File: config.mk
export PLATFORM = sky130hd
export DESIGN_NAME = polyline_segment_unit_tangent
export DESIGN_NICKNAME = d
export VERILOG_FILES = /design/src/hw/rtl/pst_pkg.sv /design/src/hw/rtl/pst_seq.sv /design/src/hw/rtl/pst_core.sv /design/src/hw/rtl/polyline_segment_unit_tangent.sv
export SDC_FILE = /design/constraint.sdc
export NUM_CORES = 2
export LEC_CHECK = 0
export ABC_AREA = 1
export BUFFER_PORTS_ARGS = -buffer_cell sky130_fd_sc_hd__buf_4
export CAP_MARGIN = 20
export CORE_UTILIZATION = 29
export CTS_CLUSTER_SIZE = 40
export DETAILED_ROUTE_END_ITERATION = 10
export PLACE_DENSITY = 0.45
export SETUP_SLACK_MARGIN = 0.2
export SYNTH_ARGS = -nofsm -noshare
export SYNTH_HDL_FRONTEND = slang
export SYNTH_SLANG_ARGS = --single-unit
File: constraint.sdc
create_clock -name clock -period 15.9 [get_ports clock]
set_clock_uncertainty 0.15 [all_clocks]
set_input_delay 1.59 -clock clock [delete_from_list [all_inputs] [get_ports clock]]
set_output_delay 1.59 -clock clock [all_outputs]
set_load 0.05 [all_outputs]
File: src/hw/rtl/pst_pkg.sv
// Shared types, constants and helpers for the polyline segment unit tangent block.
// No dependencies.
`default_nettype none
package pst_pkg;
   localparam int COORD_WIDTH_DEF   = 32;
   localparam int DIR_FRAC_BITS_DEF = 14;
   localparam int FIELD_W   = 32;
   localparam int DIR_W     = 16;
   localparam int DIR_MAX   = 32767;
   localparam int MAG_W     = 16;
   localparam int SQ_W      = 34;
   localparam int RAD_W     = 62;
   localparam int ROOT_W    = 31;
   localparam int ROOT_STEPS = 31;
   localparam int CNT_W     = 6;

   typedef enum logic [3:0] {
      ST_IDLE,
      ST_DIFF,
      ST_MAX,
      ST_NORM,
      ST_SQ,
      ST_ROOT,
      ST_DIVLD,
      ST_DIV,
      ST_EMIT_A,
      ST_EMIT_B
   } state_type;

   typedef struct packed {
      state_type  state;
      logic [1:0] idx;
      logic       last_step;
   } ctrl_type;

   typedef struct packed {
      logic m_zero;
      logic m_high;
      logic m_low;
   } stat_type;

   function automatic logic [DIR_W-1:0] unit_code(input int frac);
      logic [DIR_W-1:0] u;
      if (frac >= 15) begin
         u = DIR_W'(DIR_MAX);
      end else begin
         u = DIR_W'(1 << frac);
      end
      return u;
   endfunction
endpackage
`default_nettype wire

File: src/hw/rtl/pst_seq.sv
// Sequencer for the shared arithmetic unit: diff, normalize, square sum, root, divide, emit.
// Depends on pst_pkg.
`default_nettype none
module pst_seq
   import pst_pkg::*;
#(
   parameter int DIR_FRAC_BITS = DIR_FRAC_BITS_DEF
) (
   input  wire logic     clock,
   input  wire logic     reset,
   input  wire logic     req_fire,
   input  wire logic     req_end,
   input  wire logic     have_prev,
   input  wire logic     end_hold,
   input  wire logic     out_free,
   input  wire stat_type stat,
   output ctrl_type      ctrl
);
   localparam int QB = DIR_FRAC_BITS + 2;

   state_type        state_ff, state_in;
   logic [1:0]       idx_ff, idx_in;
   logic [CNT_W-1:0] cnt_ff, cnt_in;
   logic             root_last, div_last;

   assign root_last = (cnt_ff == CNT_W'(ROOT_STEPS - 1));
   assign div_last  = (cnt_ff == CNT_W'(QB - 1));

   always_ff @(posedge clock) begin
      if (reset) begin
         state_ff <= ST_IDLE;
         idx_ff   <= '0;
         cnt_ff   <= '0;
      end else begin
         state_ff <= state_in;
         idx_ff   <= idx_in;
         cnt_ff   <= cnt_in;
      end
   end

   always_comb begin
      state_in = state_ff;
      idx_in   = idx_ff;
      cnt_in   = cnt_ff;
      unique case (state_ff)
         ST_IDLE: begin
            idx_in = '0;
            cnt_in = '0;
            if (req_fire) begin
               if (have_prev) begin
                  state_in = ST_DIFF;
               end else if (req_end) begin
                  state_in = ST_EMIT_B;
               end
            end
         end
         ST_DIFF: begin
            if (idx_ff == 2'd2) begin
               idx_in   = '0;
               state_in = ST_MAX;
            end else begin
               idx_in = idx_ff + 2'd1;
            end
         end
         ST_MAX: state_in = ST_NORM;
         ST_NORM: begin
            if (stat.m_zero) begin
               state_in = ST_EMIT_A;
            end else if (!stat.m_high && !stat.m_low) begin
               idx_in   = '0;
               state_in = ST_SQ;
            end
         end
         ST_SQ: begin
            if (idx_ff == 2'd2) begin
               idx_in   = '0;
               cnt_in   = '0;
               state_in = ST_ROOT;
            end else begin
               idx_in = idx_ff + 2'd1;
            end
         end
         ST_ROOT: begin
            if (root_last) begin
               cnt_in   = '0;
               idx_in   = '0;
               state_in = ST_DIVLD;
            end else begin
               cnt_in = cnt_ff + CNT_W'(1);
            end
         end
         ST_DIVLD: begin
            cnt_in   = '0;
            state_in = ST_DIV;
         end
         ST_DIV: begin
            if (div_last) begin
               if (idx_ff == 2'd2) begin
                  state_in = ST_EMIT_A;
               end else begin
                  idx_in   = idx_ff + 2'd1;
                  state_in = ST_DIVLD;
               end
            end else begin
               cnt_in = cnt_ff + CNT_W'(1);
            end
         end
         ST_EMIT_A: begin
            if (out_free) begin
               state_in = end_hold ? ST_EMIT_B : ST_IDLE;
            end
         end
         ST_EMIT_B: begin
            if (out_free) begin
               state_in = ST_IDLE;
            end
         end
         default: state_in = ST_IDLE;
      endcase
      ctrl.state     = state_ff;
      ctrl.idx       = idx_ff;
      ctrl.last_step = (state_ff == ST_ROOT && root_last) || (state_ff == ST_DIV && div_last);
   end
endmodule
`default_nettype wire

File: src/hw/rtl/pst_core.sv
// Datapath: segment difference, block normalize, square sum, bit-serial root and divider.
// Depends on pst_pkg; driven by pst_seq.
`default_nettype none
module pst_core
   import pst_pkg::*;
#(
   parameter int COORD_WIDTH   = COORD_WIDTH_DEF,
   parameter int DIR_FRAC_BITS = DIR_FRAC_BITS_DEF
) (
   input  wire logic                          clock,
   input  wire ctrl_type                      ctrl,
   input  wire logic signed [COORD_WIDTH-1:0] cur_pt  [3],
   input  wire logic signed [COORD_WIDTH-1:0] prev_pt [3],
   output stat_type                           stat,
   output logic signed [DIR_W-1:0]            dir     [3]
);
   localparam int DW   = COORD_WIDTH + 1;
   localparam int QB   = DIR_FRAC_BITS + 2;
   localparam int NUMW = MAG_W + DIR_FRAC_BITS + 14 + 1;
   localparam logic [QB-1:0] UNIT_Q = QB'(unit_code(DIR_FRAC_BITS));

   logic [DW-1:0]           mag_ff [3];
   logic                    sign_ff [3];
   logic [DW-1:0]           m_ff;
   logic [SQ_W-1:0]         acc_ff, acc_in;
   logic [RAD_W-1:0]        rad_ff;
   logic [ROOT_W+1:0]       rrem_ff;
   logic [ROOT_W-1:0]       root_ff;
   logic [ROOT_W-1:0]       drem_ff;
   logic [QB-1:0]           nlow_ff, quo_ff;
   logic signed [DIR_W-1:0] dir_ff [3];

   logic signed [DW-1:0] diff;
   logic [DW-1:0]        max01, max012;
   logic [MAG_W-1:0]     a_sel;
   logic [2*MAG_W-1:0]   sq;
   logic [ROOT_W+3:0]    rem2, trial;
   logic                 rbit;
   logic [NUMW-1:0]      num;
   logic [ROOT_W:0]      r2;
   logic                 qbit;
   logic [QB-1:0]        quo_fin, qc;
   logic [DIR_W-1:0]     qmag;

   always_comb begin
      diff   = {cur_pt[ctrl.idx][COORD_WIDTH-1], cur_pt[ctrl.idx]}
             - {prev_pt[ctrl.idx][COORD_WIDTH-1], prev_pt[ctrl.idx]};
      max01  = (mag_ff[1] > mag_ff[0]) ? mag_ff[1] : mag_ff[0];
      max012 = (mag_ff[2] > max01) ? mag_ff[2] : max01;
      a_sel  = mag_ff[ctrl.idx][MAG_W-1:0];
      sq     = a_sel * a_sel;
      acc_in = ((ctrl.idx == 2'd0) ? '0 : acc_ff) + SQ_W'(sq);
      rem2   = {rrem_ff, rad_ff[RAD_W-1 -: 2]};
      trial  = {2'b00, root_ff, 2'b01};
      rbit   = (rem2 >= trial);
      num    = NUMW'({a_sel, {(DIR_FRAC_BITS + 14){1'b0}}})
             + NUMW'(root_ff[ROOT_W-1:1]);
      r2     = {drem_ff, nlow_ff[QB-1]};
      qbit   = (r2 >= {1'b0, root_ff});
      quo_fin = {quo_ff[QB-2:0], qbit};
      qc     = (quo_fin > UNIT_Q) ? UNIT_Q : quo_fin;
      qmag   = DIR_W'(qc);
   end

   always_ff @(posedge clock) begin
      unique case (ctrl.state)
         ST_DIFF: begin
            sign_ff[ctrl.idx] <= diff[DW-1];
            mag_ff[ctrl.idx]  <= diff[DW-1] ? DW'(-diff) : DW'(diff);
         end
         ST_MAX: m_ff <= max012;
         ST_NORM: begin
            if (stat.m_zero) begin
               for (int i = 0; i < 3; i++) begin
                  dir_ff[i] <= '0;
               end
            end else if (stat.m_high) begin
               m_ff <= m_ff >> 1;
               for (int i = 0; i < 3; i++) begin
                  mag_ff[i] <= mag_ff[i] >> 1;
               end
            end else if (stat.m_low) begin
               m_ff <= m_ff << 1;
               for (int i = 0; i < 3; i++) begin
                  mag_ff[i] <= mag_ff[i] << 1;
               end
            end
         end
         ST_SQ: begin
            acc_ff <= acc_in;
            if (ctrl.idx == 2'd2) begin
               rad_ff  <= {acc_in, 28'b0};
               rrem_ff <= '0;
               root_ff <= '0;
            end
         end
         ST_ROOT: begin
            rad_ff  <= rad_ff << 2;
            rrem_ff <= rbit ? (ROOT_W+2)'(rem2 - trial) : (ROOT_W+2)'(rem2);
            root_ff <= {root_ff[ROOT_W-2:0], rbit};
         end
         ST_DIVLD: begin
            drem_ff <= ROOT_W'(num[NUMW-1:QB]);
            nlow_ff <= num[QB-1:0];
            quo_ff  <= '0;
         end
         ST_DIV: begin
            drem_ff <= qbit ? ROOT_W'(r2 - {1'b0, root_ff}) : ROOT_W'(r2);
            nlow_ff <= nlow_ff << 1;
            quo_ff  <= quo_fin;
            if (ctrl.last_step) begin
               dir_ff[ctrl.idx] <= sign_ff[ctrl.idx] ? -$signed(qmag) : $signed(qmag);
            end
         end
         default: ;
      endcase
   end

   always_comb begin
      stat.m_zero = (m_ff == '0);
      stat.m_high = |m_ff[DW-1:MAG_W];
      stat.m_low  = (m_ff[DW-1:MAG_W-1] == '0);
      for (int i = 0; i < 3; i++) begin
         dir[i] = dir_ff[i];
      end
   end
endmodule
`default_nettype wire

File: src/hw/rtl/polyline_segment_unit_tangent.sv
// Top level: stream ports, point and held-direction registers, result register.
// Depends on pst_pkg, pst_seq, pst_core.
//
//  channel | dir | tdata                         | tuser       | tlast
//  req     | in  | point_x, point_y, point_z     | -           | fiber_end
//  rsp     | out | dir_x, dir_y, dir_z           | zero_length | last_of_run
//
// A point after an earlier one runs, from accept back to ready, through: a diff per axis,
// max, normalize (one bit shift a cycle), a square per axis, 31 root steps, three divides
// (each a load and a bit-serial divide) and one emit. A zero-length segment skips square, root and divide.
// A first point only loads the point registers; a lone point emits the held direction; a fiber end adds a repeat.
// Reset is synchronous; held direction resets to 1.0.
// A stalled result holds in the output register; no new item is taken while busy.
`default_nettype none
module polyline_segment_unit_tangent
   import pst_pkg::*;
#(
   parameter int COORD_WIDTH   = COORD_WIDTH_DEF,
   parameter int DIR_FRAC_BITS = DIR_FRAC_BITS_DEF
) (
   input  wire logic        clock,
   input  wire logic        reset,
   input  wire logic        req_tvalid,
   output logic             req_tready,
   input  wire logic [95:0] req_tdata,  // point_x, point_y, point_z
   input  wire logic        req_tlast,  // fiber_end
   output logic             rsp_tvalid,
   input  wire logic        rsp_tready,
   output logic [47:0]      rsp_tdata,  // dir_x, dir_y, dir_z
   output logic             rsp_tuser,  // zero_length
   output logic             rsp_tlast   // last_of_run
);
   localparam logic [DIR_W-1:0] UNIT = unit_code(DIR_FRAC_BITS);

   ctrl_type ctrl;
   stat_type stat;

   logic signed [COORD_WIDTH-1:0] coord   [3];
   logic signed [COORD_WIDTH-1:0] cur_ff  [3];
   logic signed [COORD_WIDTH-1:0] prev_ff [3];
   logic signed [DIR_W-1:0]       dir     [3];
   logic [DIR_W-1:0]              held_ff [3];
   logic                          held_zero_ff;
   logic                          have_prev_ff;
   logic                          end_ff;
   logic                          rsp_tvalid_ff;
   logic [47:0]                   rsp_tdata_ff;
   logic                          rsp_tuser_ff, rsp_tlast_ff;
   logic                          req_fire, out_free, emit_a, emit_b;

   for (genvar i = 0; i < 3; i++) begin : g_coord
      if (COORD_WIDTH <= FIELD_W) begin : g_narrow
         assign coord[i] = req_tdata[i*FIELD_W +: COORD_WIDTH];
      end else begin : g_wide
         assign coord[i] = {{(COORD_WIDTH - FIELD_W){1'b0}}, req_tdata[i*FIELD_W +: FIELD_W]};
      end
   end

   assign req_tready = (ctrl.state == ST_IDLE);
   assign req_fire   = req_tvalid && req_tready;
   assign out_free   = !rsp_tvalid_ff || rsp_tready;
   assign emit_a     = (ctrl.state == ST_EMIT_A) && out_free;
   assign emit_b     = (ctrl.state == ST_EMIT_B) && out_free;

   pst_seq #(
      .DIR_FRAC_BITS (DIR_FRAC_BITS)
   ) u_seq (
      .clock     (clock),
      .reset     (reset),
      .req_fire  (req_fire),
      .req_end   (req_tlast),
      .have_prev (have_prev_ff),
      .end_hold  (end_ff),
      .out_free  (out_free),
      .stat      (stat),
      .ctrl      (ctrl)
   );

   pst_core #(
      .COORD_WIDTH   (COORD_WIDTH),
      .DIR_FRAC_BITS (DIR_FRAC_BITS)
   ) u_core (
      .clock   (clock),
      .ctrl    (ctrl),
      .cur_pt  (cur_ff),
      .prev_pt (prev_ff),
      .stat    (stat),
      .dir     (dir)
   );

   always_ff @(posedge clock) begin
      if (reset) begin
         have_prev_ff  <= 1'b0;
         held_zero_ff  <= 1'b0;
         rsp_tvalid_ff <= 1'b0;
         for (int i = 0; i < 3; i++) begin
            held_ff[i] <= UNIT;
         end
      end else begin
         if (emit_a || emit_b) begin
            rsp_tvalid_ff <= 1'b1;
         end else if (rsp_tready) begin
            rsp_tvalid_ff <= 1'b0;
         end
         if (req_fire) begin
            end_ff <= req_tlast;
            for (int i = 0; i < 3; i++) begin
               cur_ff[i] <= coord[i];
            end
            if (!have_prev_ff) begin
               have_prev_ff <= !req_tlast;
               for (int i = 0; i < 3; i++) begin
                  prev_ff[i] <= coord[i];
               end
            end
         end
         if (emit_a) begin
            have_prev_ff  <= !end_ff;
            held_zero_ff  <= stat.m_zero;
            rsp_tdata_ff  <= {dir[2], dir[1], dir[0]};
            rsp_tuser_ff  <= stat.m_zero;
            rsp_tlast_ff  <= !end_ff;
            for (int i = 0; i < 3; i++) begin
               held_ff[i] <= dir[i];
               prev_ff[i] <= cur_ff[i];
            end
         end
         if (emit_b) begin
            rsp_tdata_ff  <= {held_ff[2], held_ff[1], held_ff[0]};
            rsp_tuser_ff  <= held_zero_ff;
            rsp_tlast_ff  <= 1'b1;
         end
      end
   end

   assign rsp_tvalid = rsp_tvalid_ff;
   assign rsp_tdata  = rsp_tdata_ff;
   assign rsp_tuser  = rsp_tuser_ff;
   assign rsp_tlast  = rsp_tlast_ff;

`ifndef SYNTHESIS
   a_start_compute: assert property (@(posedge clock) disable iff (reset)
      (req_fire && have_prev_ff) |=> (ctrl.state == ST_DIFF))
      else $error("segment item did not start the datapath");
   a_zero_dir: assert property (@(posedge clock) disable iff (reset)
      (ctrl.state == ST_EMIT_A && stat.m_zero) |-> (dir[0] == '0 && dir[1] == '0 && dir[2] == '0))
      else $error("zero-length segment with nonzero direction");
   a_held_zero: assert property (@(posedge clock) disable iff (reset)
      held_zero_ff |-> (held_ff[0] == '0 && held_ff[1] == '0 && held_ff[2] == '0))
      else $error("held zero flag with nonzero held direction");
`endif
endmodule
`default_nettype wire

==> impl_metrics.tcl <==
set metrics [dict create \
    status "complete, no violations" \
    crit_arrival_ps 8400 \
    grtUsageTotal_pct 18.6 \
    grt_pass1_wl_mm 236 \
    gp_congestion 0.896 \
    cts_setup_buffers 0 \
    hp-class "reg -> reg" \
    setup.worst_path.start_class "flip-flop" \
    layout-drive-gt1-share_pct 7.85 \
    grt_max_degree 96 \
    cts_buffer_depth 3 \
    cp_slowest_stage_delay_ps 790 \
    die_y_um 407 \
    netlist_area_sq_mm 0.0476 \
    syn_nets 6071 \
    wl_per_cell_um 19.9 \
    nNetsFinal 6170 \
    cap_violations 0 \
    fin_crit_ps 8100 \
    ant_nets 0 \
    cts_resized 0 \
    clk_latency_ps 710 \
    grt_pass1_vias 37200 \
    antenna_found_initial 11 \
    place.detailed.hpwl_mm 117 \
    initial_core_util_pct 29.2 \
    mostFrequentLayoutCells "nand2_1, inv_1, edfxtp_1" \
    required_ps 16200 \
    rows 148 \
    drt-total-wl_mm 156 \
    fmax_mhz 123 \
    grt-ovfl-total 0 \
    yosys_most_used_dff "edfxtp_1" \
    yosysSeqAreaShare_pct 42.8 \
    critPathCaptureType "flip-flop" \
    cts_buffers 86 \
    setup_viol 0 \
    drc_errors 0 \
    die_w_um 407 \
    yosys_warnings 0 \
    ys_types 66 \
    core-area_sq_mm 0.163 \
    mostFrequentLayoutCell "nand2_1" \
    h-tree-depth 3 \
    vias 37900 \
    synth_edf_count 636 \
    cp_common_cell "nand2_1" \
    via_per_inst 4.83 \
    syn_inst 5494 \
    synthArstFlopShare_pct 0 \
    cp_max_fo 52 \
    slew_headroom_pct 25.3 \
    io_pins 153 \
    worst-setup-path-type "reg -> reg" \
    fin_tns_setup_ps 0 \
    avgSynthCellArea_sq_um 8.67 \
    io_buffer_count 152 \
    cts_hold_buf 0 \
    drt_iter0_drc 2864 \
    finalCritPeriodShare_pct 50.9 \
    drv_slew 0 \
    rsz0062_at_grt "false" \
    hold_viol_final 0 \
    die_area_sq_mm 0.166 \
    clock-sinks 701 \
    path_clk_slew_ps 60 \
    synth-seq-cells 701 \
    cts_tree "done" \
    syn2layout_area_growth_pct 13.1 \
    first_pass_iters 5 \
    slowest_stage "o21ai_1" \
    cts-root-buf "clkbuf_16" \
    tightest_slew_ps 1120 \
]
## state kept, by name (all words and copies together), names as in the netlist, 33 cells and up, named ones only
register        count
u_core.mag_ff     115
cur_ff             96
prev_ff            96
held_ff            48
rsp_tdata          48
u_core.dir_ff      48
u_core.acc_ff      34
u_core.rad_ff      34
u_core.m_ff        33
u_core.rrem_ff     33
## area by class of cell
| class | instances | area (sq um) |
|---|---|---|
| Antenna cell | 2 | 5.00 |
| Sequential cell | 701 | 20400 |
| Timing Repair Buffer | 196 | 1480 |
| Fill cell | 17100 | 109000 |
| Multi-Input combinational cell | 3735 | 23300 |
| Clock buffer | 115 | 2350 |
| Clock inverter | 38 | 370 |
| Inverter | 873 | 3280 |
| Tap cell | 2175 | 2720 |
## critical path, delay by kind of cell (launching register included)
kind | cells | cell delay, ps
fa+ha+maj | 7 | 3430
simple gates | 14 | 1720
buf+inv | 6 | 1110
compound gates | 3 | 1100
flops | 1 | 300
## per-layer routing
layer / track usage (%) / vias up / part of all wire [%]
met3: 4.03 / 203 / 6.2
met5: 0 / - / 0.057
met2: 27.5 / 847 / 42
met1: 26.7 / 18300 / 48
met4: 6.00 / 12 / 3.0
li1: - / 18500 / -
## through the flow
step,setup WS (ps),utilization [%],area (sq um),hold WS (ps),instances
floorplan,6130,-,47600,283,5494
global placement,7900,31.4,51100,310,7679
detailed placement,7840,31.4,51100,312,7679
CTS,7810,33.1,53900,326,7832
global route,7320,33.1,53900,344,7833
finish,7800,33.1,53900,318,7835
## cells in the mapped netlist, drive strengths merged, types with 52 or more instances
cell type,number,area (sq um)
o21ai,398,2000
buf,52,279
ha,279,3490
nand3,241,1250
xor2,72,638
inv,867,3250
dfxtp,65,1300
nor2,481,1890
fa,197,3940
nand4,54,350
a21oi,279,1400
a22oi,93,698
clkbuf,133,499
edfxtp,636,19100
nand2,1316,5000
## cells by family (layout without fill, tap and decap cells)
kind of cell,Yosys count,in the layout,share of synthesized area (%)
compound gates,972,972,12.1
other cells,0,2,0
flops,701,701,42.8
simple gates,2171,2171,18.8
fa+ha+maj,476,476,15.6
buf+inv,1058,1222,8.51
xor+xnor,116,116,2.18
## path summary, 6_finish.rpt
kind	slack, ps	cells past startpoint	startpoint	endpoint
worst max-delay path	7800	30	flip-flop	u_core.rad_ff[61]$_DFFE_PP_
worst min register to register	320	2	held_ff[0][22]$_DFF_P_	held_ff[0][22]$_DFF_P_
worst min-delay path	320	2	held_ff[0][22]$_DFF_P_	held_ff[0][22]$_DFF_P_
worst max register to register	7800	30	flip-flop	u_core.rad_ff[61]$_DFFE_PP_
Power is not shown: default switching activity piles up to over one toggle a cycle in this logic, so the estimate is an artifact.
